File: src/sv/nkv_pkg.sv
// ----------------------------------------------------------------------------
// nkv_pkg
// Shared types and constants for the numeric key/value line parser.
// ----------------------------------------------------------------------------
package nkv_pkg;

    // Width of the held inner-space counter.
    localparam int SPACE_COUNT_BITS = 8;

    localparam int BYTE_W  = 8;
    localparam int KIND_W  = 3;
    localparam int PHASE_W = 3;

    localparam logic [BYTE_W-1:0] CH_COLON   = 8'h3A;
    localparam logic [BYTE_W-1:0] CH_NEWLINE = 8'h0A;
    localparam logic [BYTE_W-1:0] CH_SPACE   = 8'h20;
    localparam logic [BYTE_W-1:0] CH_ZERO    = 8'h30;
    localparam logic [BYTE_W-1:0] CH_NINE    = 8'h39;
    localparam logic [BYTE_W-1:0] PRINT_LO   = 8'd32;
    localparam logic [BYTE_W-1:0] PRINT_HI   = 8'd126;

    typedef enum logic [PHASE_W-1:0] {
        PH_LINE      = 3'd0,
        PH_KEY_ZERO  = 3'd1,
        PH_KEY       = 3'd2,
        PH_AFTER_KEY = 3'd3,
        PH_LEAD      = 3'd4,
        PH_VALUE     = 3'd5,
        PH_ERROR     = 3'd6
    } t_phase;

    typedef enum logic [KIND_W-1:0] {
        K_DIGIT     = 3'd0,
        K_KEY_DONE  = 3'd1,
        K_VALUE     = 3'd2,
        K_ENTRY_END = 3'd3,
        K_ACCEPT    = 3'd4,
        K_ERROR     = 3'd5
    } t_kind;

endpackage

File: src/sv/numeric_key_value_line_parser.sv
// ----------------------------------------------------------------------------
// numeric_key_value_line_parser
// Checks "key: value" text lines one byte per transfer and emits tokens.
// ----------------------------------------------------------------------------
// Usage:
//   Input channel (i_valid / o_ready) carries one text byte or an end marker.
//   Output channel (o_valid / i_ready) carries one token per transfer; an
//   input item gives zero, one or two tokens, and o_last marks its final one.
//   An input transfer lands in an input register; the parse step then runs
//   on it and loads the result register, from which the token leaves. One
//   item is taken per cycle while the output drains; the end marker that
//   closes an open entry gives two tokens and holds the parse step until
//   its second token is loaded. Items with no token still pass through the
//   parse step.
//   A synchronous active-low reset empties both registers and returns the
//   parser to line start with no held spaces.
//   When the receiver stalls, the result register holds its token, the
//   input register fills, and o_ready drops until the stall clears.
// ----------------------------------------------------------------------------
module numeric_key_value_line_parser (
    input  logic                          i_clk,
    input  logic                          i_rst_n,
    input  logic                          i_valid,
    output logic                          o_ready,
    input  logic [nkv_pkg::BYTE_W-1:0]    i_text_byte,
    input  logic                          i_end_marker,
    output logic                          o_valid,
    input  logic                          i_ready,
    output logic [nkv_pkg::KIND_W-1:0]    o_token_kind,
    output logic [nkv_pkg::BYTE_W-1:0]    o_char_out,
    output logic [nkv_pkg::BYTE_W-1:0]    o_spaces_before,
    output logic                          o_last
);
    import nkv_pkg::*;

    // Input register
    logic              r_in_valid;
    logic [BYTE_W-1:0] r_byte;
    logic              r_end;

    // Parser state
    t_phase                      r_phase, n_phase;
    logic [SPACE_COUNT_BITS-1:0] r_pending, n_pending;

    // Result register and the held second token of an end marker
    logic              r_out_valid;
    t_kind             r_kind;
    logic [BYTE_W-1:0] r_char;
    logic [BYTE_W-1:0] r_spaces;
    logic              r_last;
    logic              r_sec_valid;

    // Parse step results
    logic [1:0]        res_cnt;
    t_kind             res_kind;
    logic [BYTE_W-1:0] res_char;
    logic [BYTE_W-1:0] res_spaces;
    logic              res_last;

    logic is_digit, is_print, at_limit;
    logic out_free, step, load_sec;

    assign is_digit = (r_byte >= CH_ZERO) && (r_byte <= CH_NINE);
    assign is_print = (r_byte >= PRINT_LO) && (r_byte <= PRINT_HI);
    assign at_limit = &r_pending;

    always_comb begin
        res_cnt    = 2'd0;
        res_kind   = K_ERROR;
        res_char   = '0;
        res_spaces = '0;
        res_last   = 1'b1;
        n_phase    = r_phase;
        n_pending  = r_pending;
        if (r_end) begin
            n_phase   = PH_LINE;
            n_pending = '0;
            res_cnt   = 2'd1;
            unique case (r_phase)
                PH_LINE: res_kind = K_ACCEPT;
                PH_LEAD, PH_VALUE: begin
                    res_kind = K_ENTRY_END;
                    res_last = 1'b0;
                    res_cnt  = 2'd2;
                end
                default: res_kind = K_ERROR;
            endcase
        end else begin
            unique case (r_phase)
                PH_LINE: begin
                    if (r_byte == CH_NEWLINE) begin
                        res_cnt = 2'd0;
                    end else if (!is_digit) begin
                        n_phase = PH_ERROR;
                        res_cnt = 2'd1;
                    end else begin
                        n_phase  = (r_byte == CH_ZERO) ? PH_KEY_ZERO : PH_KEY;
                        res_cnt  = 2'd1;
                        res_kind = K_DIGIT;
                        res_char = r_byte;
                    end
                end
                PH_KEY_ZERO, PH_KEY: begin
                    res_cnt = 2'd1;
                    if (is_digit) begin
                        if (r_phase == PH_KEY_ZERO) begin
                            n_phase = PH_ERROR;
                        end else begin
                            res_kind = K_DIGIT;
                            res_char = r_byte;
                        end
                    end else if (r_byte == CH_SPACE || r_byte == CH_COLON) begin
                        n_phase  = (r_byte == CH_COLON) ? PH_LEAD : PH_AFTER_KEY;
                        res_kind = K_KEY_DONE;
                    end else begin
                        n_phase = PH_ERROR;
                    end
                end
                PH_AFTER_KEY: begin
                    if (r_byte == CH_COLON) begin
                        n_phase = PH_LEAD;
                    end else if (r_byte != CH_SPACE) begin
                        n_phase = PH_ERROR;
                        res_cnt = 2'd1;
                    end
                end
                PH_LEAD, PH_VALUE: begin
                    if (r_byte == CH_NEWLINE) begin
                        n_phase   = PH_LINE;
                        n_pending = '0;
                        res_cnt   = 2'd1;
                        res_kind  = K_ENTRY_END;
                    end else if (!is_print) begin
                        n_phase   = PH_ERROR;
                        n_pending = '0;
                        res_cnt   = 2'd1;
                    end else if (r_byte == CH_SPACE) begin
                        // Spaces before the first value byte are dropped.
                        if (r_phase == PH_VALUE) begin
                            if (at_limit) begin
                                n_phase   = PH_ERROR;
                                n_pending = '0;
                                res_cnt   = 2'd1;
                            end else begin
                                n_pending = r_pending + 1'b1;
                            end
                        end
                    end else begin
                        res_cnt    = 2'd1;
                        res_kind   = K_VALUE;
                        res_char   = r_byte;
                        res_spaces = BYTE_W'(r_pending);
                        n_pending  = '0;
                        n_phase    = PH_VALUE;
                    end
                end
                default: begin
                    n_phase = PH_ERROR;
                end
            endcase
        end
    end

    assign out_free = !r_out_valid || i_ready;
    // The held second token goes out before the next item is parsed.
    assign load_sec = r_sec_valid && out_free;
    assign step     = r_in_valid && !r_sec_valid && (out_free || res_cnt == 2'd0);
    assign o_ready  = !r_in_valid || step;

    always_ff @(posedge i_clk) begin
        if (!i_rst_n) begin
            r_in_valid <= 1'b0;
        end else if (o_ready) begin
            r_in_valid <= i_valid;
        end
    end

    always_ff @(posedge i_clk) begin
        if (o_ready && i_valid) begin
            r_byte <= i_text_byte;
            r_end  <= i_end_marker;
        end
    end

    always_ff @(posedge i_clk) begin
        if (!i_rst_n) begin
            r_phase   <= PH_LINE;
            r_pending <= '0;
        end else if (step) begin
            r_phase   <= n_phase;
            r_pending <= n_pending;
        end
    end

    always_ff @(posedge i_clk) begin
        if (!i_rst_n) begin
            r_out_valid <= 1'b0;
            r_sec_valid <= 1'b0;
        end else begin
            if (load_sec) begin
                r_out_valid <= 1'b1;
                r_sec_valid <= 1'b0;
            end else if (step && res_cnt != 2'd0) begin
                r_out_valid <= 1'b1;
                r_sec_valid <= (res_cnt == 2'd2);
            end else if (i_ready) begin
                r_out_valid <= 1'b0;
            end
        end
    end

    always_ff @(posedge i_clk) begin
        if (load_sec) begin
            r_kind   <= K_ACCEPT;
            r_char   <= '0;
            r_spaces <= '0;
            r_last   <= 1'b1;
        end else if (step && res_cnt != 2'd0) begin
            r_kind   <= res_kind;
            r_char   <= res_char;
            r_spaces <= res_spaces;
            r_last   <= res_last;
        end
    end

    assign o_valid         = r_out_valid;
    assign o_token_kind    = r_kind;
    assign o_char_out      = r_char;
    assign o_spaces_before = r_spaces;
    assign o_last          = r_last;

endmodule
File: config.mk
export PLATFORM = sky130hd
export DESIGN_NAME = numeric_key_value_line_parser
export DESIGN_NICKNAME = d
export VERILOG_FILES = /design/src/sv/nkv_pkg.sv /design/src/sv/numeric_key_value_line_parser.sv
export SDC_FILE = /design/constraint.sdc
export NUM_CORES = 1
export LEC_CHECK = 0
export ABC_CLOCK_PERIOD_IN_PS = 2500
export BUFFER_PORTS_ARGS = -buffer_cell sky130_fd_sc_hd__buf_4
export CAP_MARGIN = 20
export CORE_ASPECT_RATIO = 0.5
export CORE_UTILIZATION = 51
export DETAILED_ROUTE_END_ITERATION = 7
export MAX_ROUTING_LAYER = met4
export PLACE_DENSITY = 0.76
export SLEW_MARGIN = 20
export SYNTH_ARGS = -nofsm -noshare
export SYNTH_HDL_FRONTEND = slang
export SYNTH_SLANG_ARGS = --single-unit
File: constraint.sdc
create_clock -name i_clk -period 2.5 [get_ports i_clk]
set_input_delay 0.125 -clock i_clk [delete_from_list [all_inputs] [get_ports i_clk]]
set_output_delay 0.125 -clock i_clk [all_outputs]
set_load 0.01 [all_outputs]
==> summary.txt, run 1 <==
Timing
  • Setup Skew: about 0.011 ns
  • Hold WS: ~0.01 ns
  • Setup Viol. Count Final: 1
  • Max-slew violation count: 0
  • Final Hold Viols: 0
  • Worst slew pin tran: 0.607 ns
  • Period utilisation layout: 105%
  • RSZ-0062 raised after global routing: true
  • Final TNS setup: -0.116 ns
  • Min Tclk post-route: ~2.6 ns
  • Slew headroom: 59.4%
  • Max Freq: between 0.3 and 0.4 GHz
  • Setup ws final: -0.116 ns

Power
  • Maximum VDD drop: ~0.0003 V
  • Power Dens Cells: approximately 500 nW/µm²
  • Static leakage: 1.15 nW

Clock tree
  • CTS Buf Count: 5
  • Clock transition at path regs: around 0.08 ns
  • Root buf cell: clkbuf_8
  • Deepest clock path buffer count: 2
  • H-tree depth: 2
  • TritonCTS Sinks: 43
  • Clock insertion delay at the later pin of the skew report: approximately 0.30 ns
  • CTS tree: done

Worst setup path
  • Crit Path Category: register to register
  • Register-to-Register Setup Slack: -0.12 ns
  • Crit Path Max Fanout: 7
  • WP data arrival: ~2.8 ns
  • Worst reg2reg path endpoint: r_phase[2]$_SDFFE_PN0P_
  • Worst setup EP type: register
  • Reg2reg start: r_byte[1]$_DFFE_PP_
  • R2R cell count: 7
  • Startpoint Class: register
  • WP data required: 2.68 ns

Floorplanning
  • Die area: between 4000 and 5000 µm²
  • Die width: 95.5 µm
  • Ports: 35
  • Initial core utilization: a little under three fifths
  • Die Height: just under 50 µm
  • Std cell rows: 16
  • Core Area: between 4000 and 5000 µm²

Run status
  • Failing checks: negative setup slack
  • Status: finished with violations

GRT
  • Total grt overflow: 0
  • Vias in the first global route: roughly 2000
  • All-Layer GR Usage: between 20 and 30%
  • Global-route wire length before repair: a little over 9 mm
  • Largest net degree at the start of global routing: 21
  • Initial antenna violation count: 0

Min path
  • HP Class: primary input to register
  • Hold path cells: 1
  • Hold Crit Start: i_end_marker
  • Min-Delay Endpoint: r_end$_DFFE_PP_

Logic synthesis
  • Number of synthesized flops with an enable pin: 9
  • Netlist cell types: 55
  • Avg Cell Area, Syn: 8.92 µm²
  • Top post-synthesis cells by count: dfxtp_1, nand2_1, nand3_1
  • Share of flip-flops with an asynchronous set or reset: 0%
  • Top cell type's share of synthesized area: between 30% and 40%
  • Yosys reg bits: between 40 and 50
  • Sequential-to-total area share from yosys stat: between 40% and 50%
  • Post-synthesis cell count: between 200 and 300
  • Post-synth net total: roughly 260
  • Cell taking the most area after synthesis: dfxtp_1
  • Top cells by area, synth: dfxtp_1, edfxtp_1, nand2_1
  • Mapped Area: approximately 2200 µm²
  • Yosys warnings: 0
  • Count leader, synth: dfxtp_1
  • Ys flop type: dfxtp_1

Place
  • Pre-CTS WS: -0.131 ns
  • Final Wtd Congestion: around 0.85
  • Placed cells: around 350
  • Post-DP HPWL: roughly 3.9 mm
  • Buffers on Ports: 34
  • Area after DPL: roughly 2700 µm²

Drt
  • Drt pass-1 iters: 4
  • ANT nets after route: 0
  • Vias per std cell: between 6 and 7
  • WL final: around 6 mm
  • Via count: ~2200
  • Initial DRC Count: about 120
  • Residual DRC count: 0
  • Final routed wire length divided by cell count: roughly 16 µm

Finish
  • FILL cells: approximately 300
  • Layout area overhead: 34.3%
  • Diode count: 0
  • Fraction of layout cells with a size suffix above 1: between 30% and 40%
  • Finished Cell Area: around 3000 µm²
  • Nets: 330
  • Final Non-Filler Cells: between 300 and 400

Run
  • Max Cap Viol: 0
==> placed cells by master, fill, tap and decap left out, types with 5 or more instances in the layout <==
cell type / instances
edfxtp_1: 9
nor2_1: 11
clkbuf_8: 6
nand3_1: 20
buf_4: 65
nor2b_1: 5
dfxtp_1: 34
o31ai_1: 5
a21boi_0: 5
a21oi_1: 19
nand3b_1: 5
o21ai_0: 8
nand2_1: 30
and3_1: 11
a31o_2: 5
dlygate4sd3_1: 5
==> metal layers <==
layer / share of wire (%) / GRT usage, %
met3: 6.4 / 5.82
met1: 44 / 33.0
met2: 49 / 41.5
met5: 0 / -
met4: 0.70 / 5.72
==> final cells by class <==
class	count	area, µm²	area share (%)
clock buffer	7	108	3.59
clock inverter	1	5.00	0.167
inverter	1	3.75	0.125
multi-input combinational	191	1280	42.7
sequential	43	951	31.7
tap	54	67.6	2.25
timing repair buffer	74	583	19.5
==> metrics by stage <==
step	utilization (%)	total power [W]
after global routing	74.1	0.00154
after floorplan	-	0.000872
after global placement	67.0	0.000947
after detailed placement	67.0	0.000952
final	74.1	0.00149
after CTS	70.8	0.00147
==> how the worst max path moves through the flow <==
stage                        start                 endpoint  cells after the start
2_1_floorplan  r_byte[3]$_DFFE_PP_  r_phase[2]$_SDFFE_PN0P_                      6
3_3_place_gp   r_byte[1]$_DFFE_PP_  r_phase[2]$_SDFFE_PN0P_                      7
3_5_place_dp   r_byte[1]$_DFFE_PP_  r_phase[2]$_SDFFE_PN0P_                      7
4_1_cts        r_byte[3]$_DFFE_PP_  r_phase[2]$_SDFFE_PN0P_                      7
5_1_grt        r_byte[2]$_DFFE_PP_  r_phase[2]$_SDFFE_PN0P_                      7
6_report       r_byte[1]$_DFFE_PP_  r_phase[2]$_SDFFE_PN0P_                      7
==> what timing repair did <==
item / in CTS / in global routing
endpoints found under the hold margin: 1 / 4
resized for setup: 3 / 11
setup buffers: 2 / 5
hold buffers: 1 / 4
cloned: 0 / 0
setup endpoints to repair: 13 / 31
pin swaps: 4 / 2
==> flip-flops by register name (all words and copies together) (netlist names) <==
| signal | count |
|---|---|
| o_char_out | 8 |
| r_sec_valid | 1 |
| r_phase | 3 |
| r_end | 1 |
| r_in_valid | 1 |
| o_spaces_before | 8 |
| o_valid | 1 |
| r_pending | 8 |
| o_last | 1 |
| o_token_kind | 3 |
| r_byte | 8 |
==> report_power, final <==
part | switching, W | internal, W | total, W | leakage (nW)
Sequential | 0.0000238 | 0.000733 | 0.000757 | 0.363
Clock | 0.000239 | 0.000283 | 0.000522 | 0.0594
Combinational | 0.000107 | 0.000106 | 0.000212 | 0.730
==> critical path, stage by stage (launching register included) <==
cell and delay (ns):
edfxtp_1 0.43, or4_4 0.58, buf_6 0.16, or4b_2 0.62
a31oi_1 0.23, or4_1 0.15, nor3_1 0.04, a311o_1 0.31
==> kinds of logic (layout without fill, tap and decap cells) <==
group,after synthesis,in the layout,synth area share (%)
AOI/OAI and AO/OA,71,71,23.3
adders and majority gates,1,1,0.561
muxes,2,2,0.897
xor gates and xnor gates,1,1,0.393
DFF,43,43,42.6
and+or+nand+nor,116,116,29.3
buffers and inverters,16,83,2.92
(Power assumes the default switching activity.)
==> run 2: changes to the inputs <==
CORE_UTILIZATION = 30   (was 51)
PLACE_DENSITY = default   (was 0.76)
==> run 2 against run 1 <==
Effect of this change:
- the run still ends with negative setup slack left
- critical path depth up 2
- sequential power hardly changed
- cell count grew 11%
- clock-buffer cell count fell by 2
- setup slack gained 0.079 ns
- sequential cell count did not move
- sequential share of layout area down 1.3 points
- critical endpoint is now o_ready
- largest cell class unchanged
- largest power group unchanged
==> summary.txt, run 2 (synthesis gave the netlist of run 1 again) <==
Run status
  • Status: finished with violations
  • Failing checks: negative setup slack

Timing
  • Period utilisation layout: 101% (-3.2 points)
  • Setup Skew: 0.00807 ns (-0.00290 ns)
  • Max-slew violation count: 0 (unchanged)
  • Min Tclk post-route: 2.54 ns (-0.0789 ns)
  • RSZ-0062 raised after global routing: true
  • Setup ws final: -0.0372 ns (+0.0789 ns)
  • Setup Viol. Count Final: 11 (+10)
  • Worst slew pin tran: 0.619 ns (+0.0120 ns)
  • Max Freq: 0.394 GHz (+3.1%)
  • Final Hold Viols: 0 (unchanged)
  • Hold WS: 0.0108 ns (+0.000789 ns)
  • Slew headroom: 58.7% (-0.71 points)

Floorplanning
  • Die width: 124 µm (+30%)
  • Die Height: 63.0 µm (+29%)
  • Std cell rows: 21 (+5)
  • Initial core utilization: 32.2% (-23 points)
  • Ports: 35 (unchanged)
  • Core Area: 6940 µm² (+72%)
  • Die area: 7810 µm² (+68%)

Finish
  • Most common cell after layout, fill and taps aside: buf_4
  • Fraction of layout cells with a size suffix above 1: 34.9% (+2.4 points)
  • Most frequent cells in the layout: buf_4, dfxtp_1, nand2_1
  • Nets: 334 (+1.2%)
  • FILL cells: 687 (+130%)
  • Layout area overhead: 40.1%
  • Diode count: 0 (unchanged)

Worst setup path
  • Register-to-Register Setup Slack: -0.03 ns (+0.09 ns)
  • Reg2reg start: r_byte[1]$_DFFE_PP_
  • WP data required: 2.38 ns (-0.30 ns)
  • WP data arrival: 2.41 ns (-0.39 ns)
  • Worst reg2reg path endpoint: r_phase[2]$_SDFFE_PN0P_
  • Crit Path Max Fanout: 3 (-4)
  • R2R cell count: 7 (unchanged)
  • Crit Path Category: register to primary output
  • Startpoint Class: register
  • Worst setup EP type: primary output

Power
  • Maximum VDD drop: 0.000273 V (-10%)
  • Power, Total: 0.00164 W (+9.6%)
  • Power Dens Cells: 523 nW/µm² (+5.1%)
  • Static leakage: 1.19 nW (+3.5%)

Drt
  • Max layer used: met4
  • Vias per std cell: 5.35 (-11%)
  • Residual DRC count: 0 (unchanged)
  • Via count: 2209 (-1.3%)
  • ANT nets after route: 0 (unchanged)
  • Routed met2 length: 2.95 mm (-0.44%)
  • Final routed wire length divided by cell count: 14.6 µm (-9.7%)
  • DRT met1 WL: 2.92 mm (+11%)
  • WL final: 6.05 mm (+0.55%)
  • Drt pass-1 iters: 4 (unchanged)
  • Initial DRC Count: 110 (-7.6%)
  • Detail Route met3 WL: 128 µm (-67%)

Clock tree
  • TritonCTS Sinks: 43 (unchanged)
  • Deepest clock path buffer count: 2 (unchanged)
  • CTS tree: done
  • Hold Buf Count CTS: 0 (-1)
  • Root buf cell: clkbuf_16
  • H-tree depth: 2 (unchanged)
  • CTS Buf Count: 5 (unchanged)
  • Clock insertion delay at the later pin of the skew report: 0.29 ns (about the same)
  • Clock transition at path regs: 0.06 ns (-0.02 ns)

Min path
  • Hold Crit Start: i_text_byte[7]
  • Hold path cells: 1 (unchanged)
  • HP Class: primary input to register
  • Min-Delay Endpoint: r_byte[7]$_DFFE_PP_

Run
  • Max Cap Viol: 0 (unchanged)

GRT
  • Global-route wire length before repair: 10.2 mm (+12%)
  • Vias in the first global route: 2164 (+6.7%)
  • Largest net degree at the start of global routing: 21 (unchanged)
  • Initial antenna violation count: 0 (unchanged)
  • Total grt overflow: 0 (unchanged)
  • All-Layer GR Usage: 17.0% (-8.7 points)

Place
  • Buffers on Ports: 34 (unchanged)
  • Final Wtd Congestion: 0.834 (-1.7%)
  • Post-DP HPWL: 4.33 mm (+11%)
[run 2: cell count changes in the layout (fill, tap and decap cells not counted), sizes merged]
cell	before	now
clkbuf	7	5
buf	69	77
clkinvlp	0	1
dlygate4sd3	5	0
clkinv	1	2
and2	3	4
[run 2: repair_timing]
action | in CTS | in global routing
resized for setup | 11 | 12
endpoints found under the setup margin | 18 | 27
pin swaps | 5 | 2
gates cloned | 0 | 1
buffers inserted | 4 | 3
[run 2: critical path, stage by stage (launching register included)]
cell and delay [ns]:
edfxtp_1 0.43, buf_6 0.14, or3_4 0.33, a2111oi_4 0.42, o21ba_4 0.20, a31oi_4 0.10
buf_6 0.15, o21ai_4 0.14, buf_6 0.12, buf_6 0.09
[run 2: per-stage QoR]
step	cells	util [%]	setup slack, ns	setup TNS, ns	area, µm²
6_report	413	45.1	-0.0372	-0.117	3130
3_3_place_gp	397	40.6	-0.0684	-0.564	2820
5_1_grt	413	45.1	-0.119	-1.06	3130
2_1_floorplan	250	-	-0.103	-0.508	2240
3_5_place_dp	397	40.6	-0.173	-2.13	2820
4_1_cts	409	44.0	-0.0304	-0.147	3050
[run 2: how the worst max path moves through the flow]
| stage | to | start | cells after the start |
|---|---|---|---|
| final | o_ready | r_byte[3]$_DFFE_PP_ | 9 |
| after floorplan | r_phase[2]$_SDFFE_PN0P_ | r_byte[3]$_DFFE_PP_ | 6 |
| after global routing | o_ready | r_byte[3]$_DFFE_PP_ | 9 |
| after CTS | o_ready | r_byte[3]$_DFFE_PP_ | 9 |
| after global placement | r_phase[2]$_SDFFE_PN0P_ | r_byte[3]$_DFFE_PP_ | 7 |
| after detailed placement | r_byte[6]$_DFFE_PP_ | r_byte[3]$_DFFE_PP_ | 8 |
[run 2: area by class of cell]
type / instances / area, µm² / share of cell area (%)
flip-flops and latches: 43 / 951 / 30.4
clock buffers: 5 / 125 / 4.00
clock inverters: 3 / 25.0 / 0.801
well taps: 92 / 115 / 3.68
multi-input cells: 192 / 1310 / 41.9
repair buffers: 77 / 597 / 19.1
inverters: 1 / 3.75 / 0.120
[run 2: where the power goes]
part	leakage, nW	internal [W]	total [W]	switching [W]
Sequential	0.363	0.000734	0.000759	0.0000250
Combinational	0.760	0.000106	0.000210	0.000104
Clock	0.0700	0.000374	0.000666	0.000292
Total	1.19	0.00121	0.00164	0.000421
[run 2: routing by layer]
metal / global-route usage (%) / vias to the layer above
met5: - / -
met4: 5.80 / 0
met3: 3.28 / 4
met2: 28.3 / 44
met1: 20.5 / 1069
li1: - / 1092
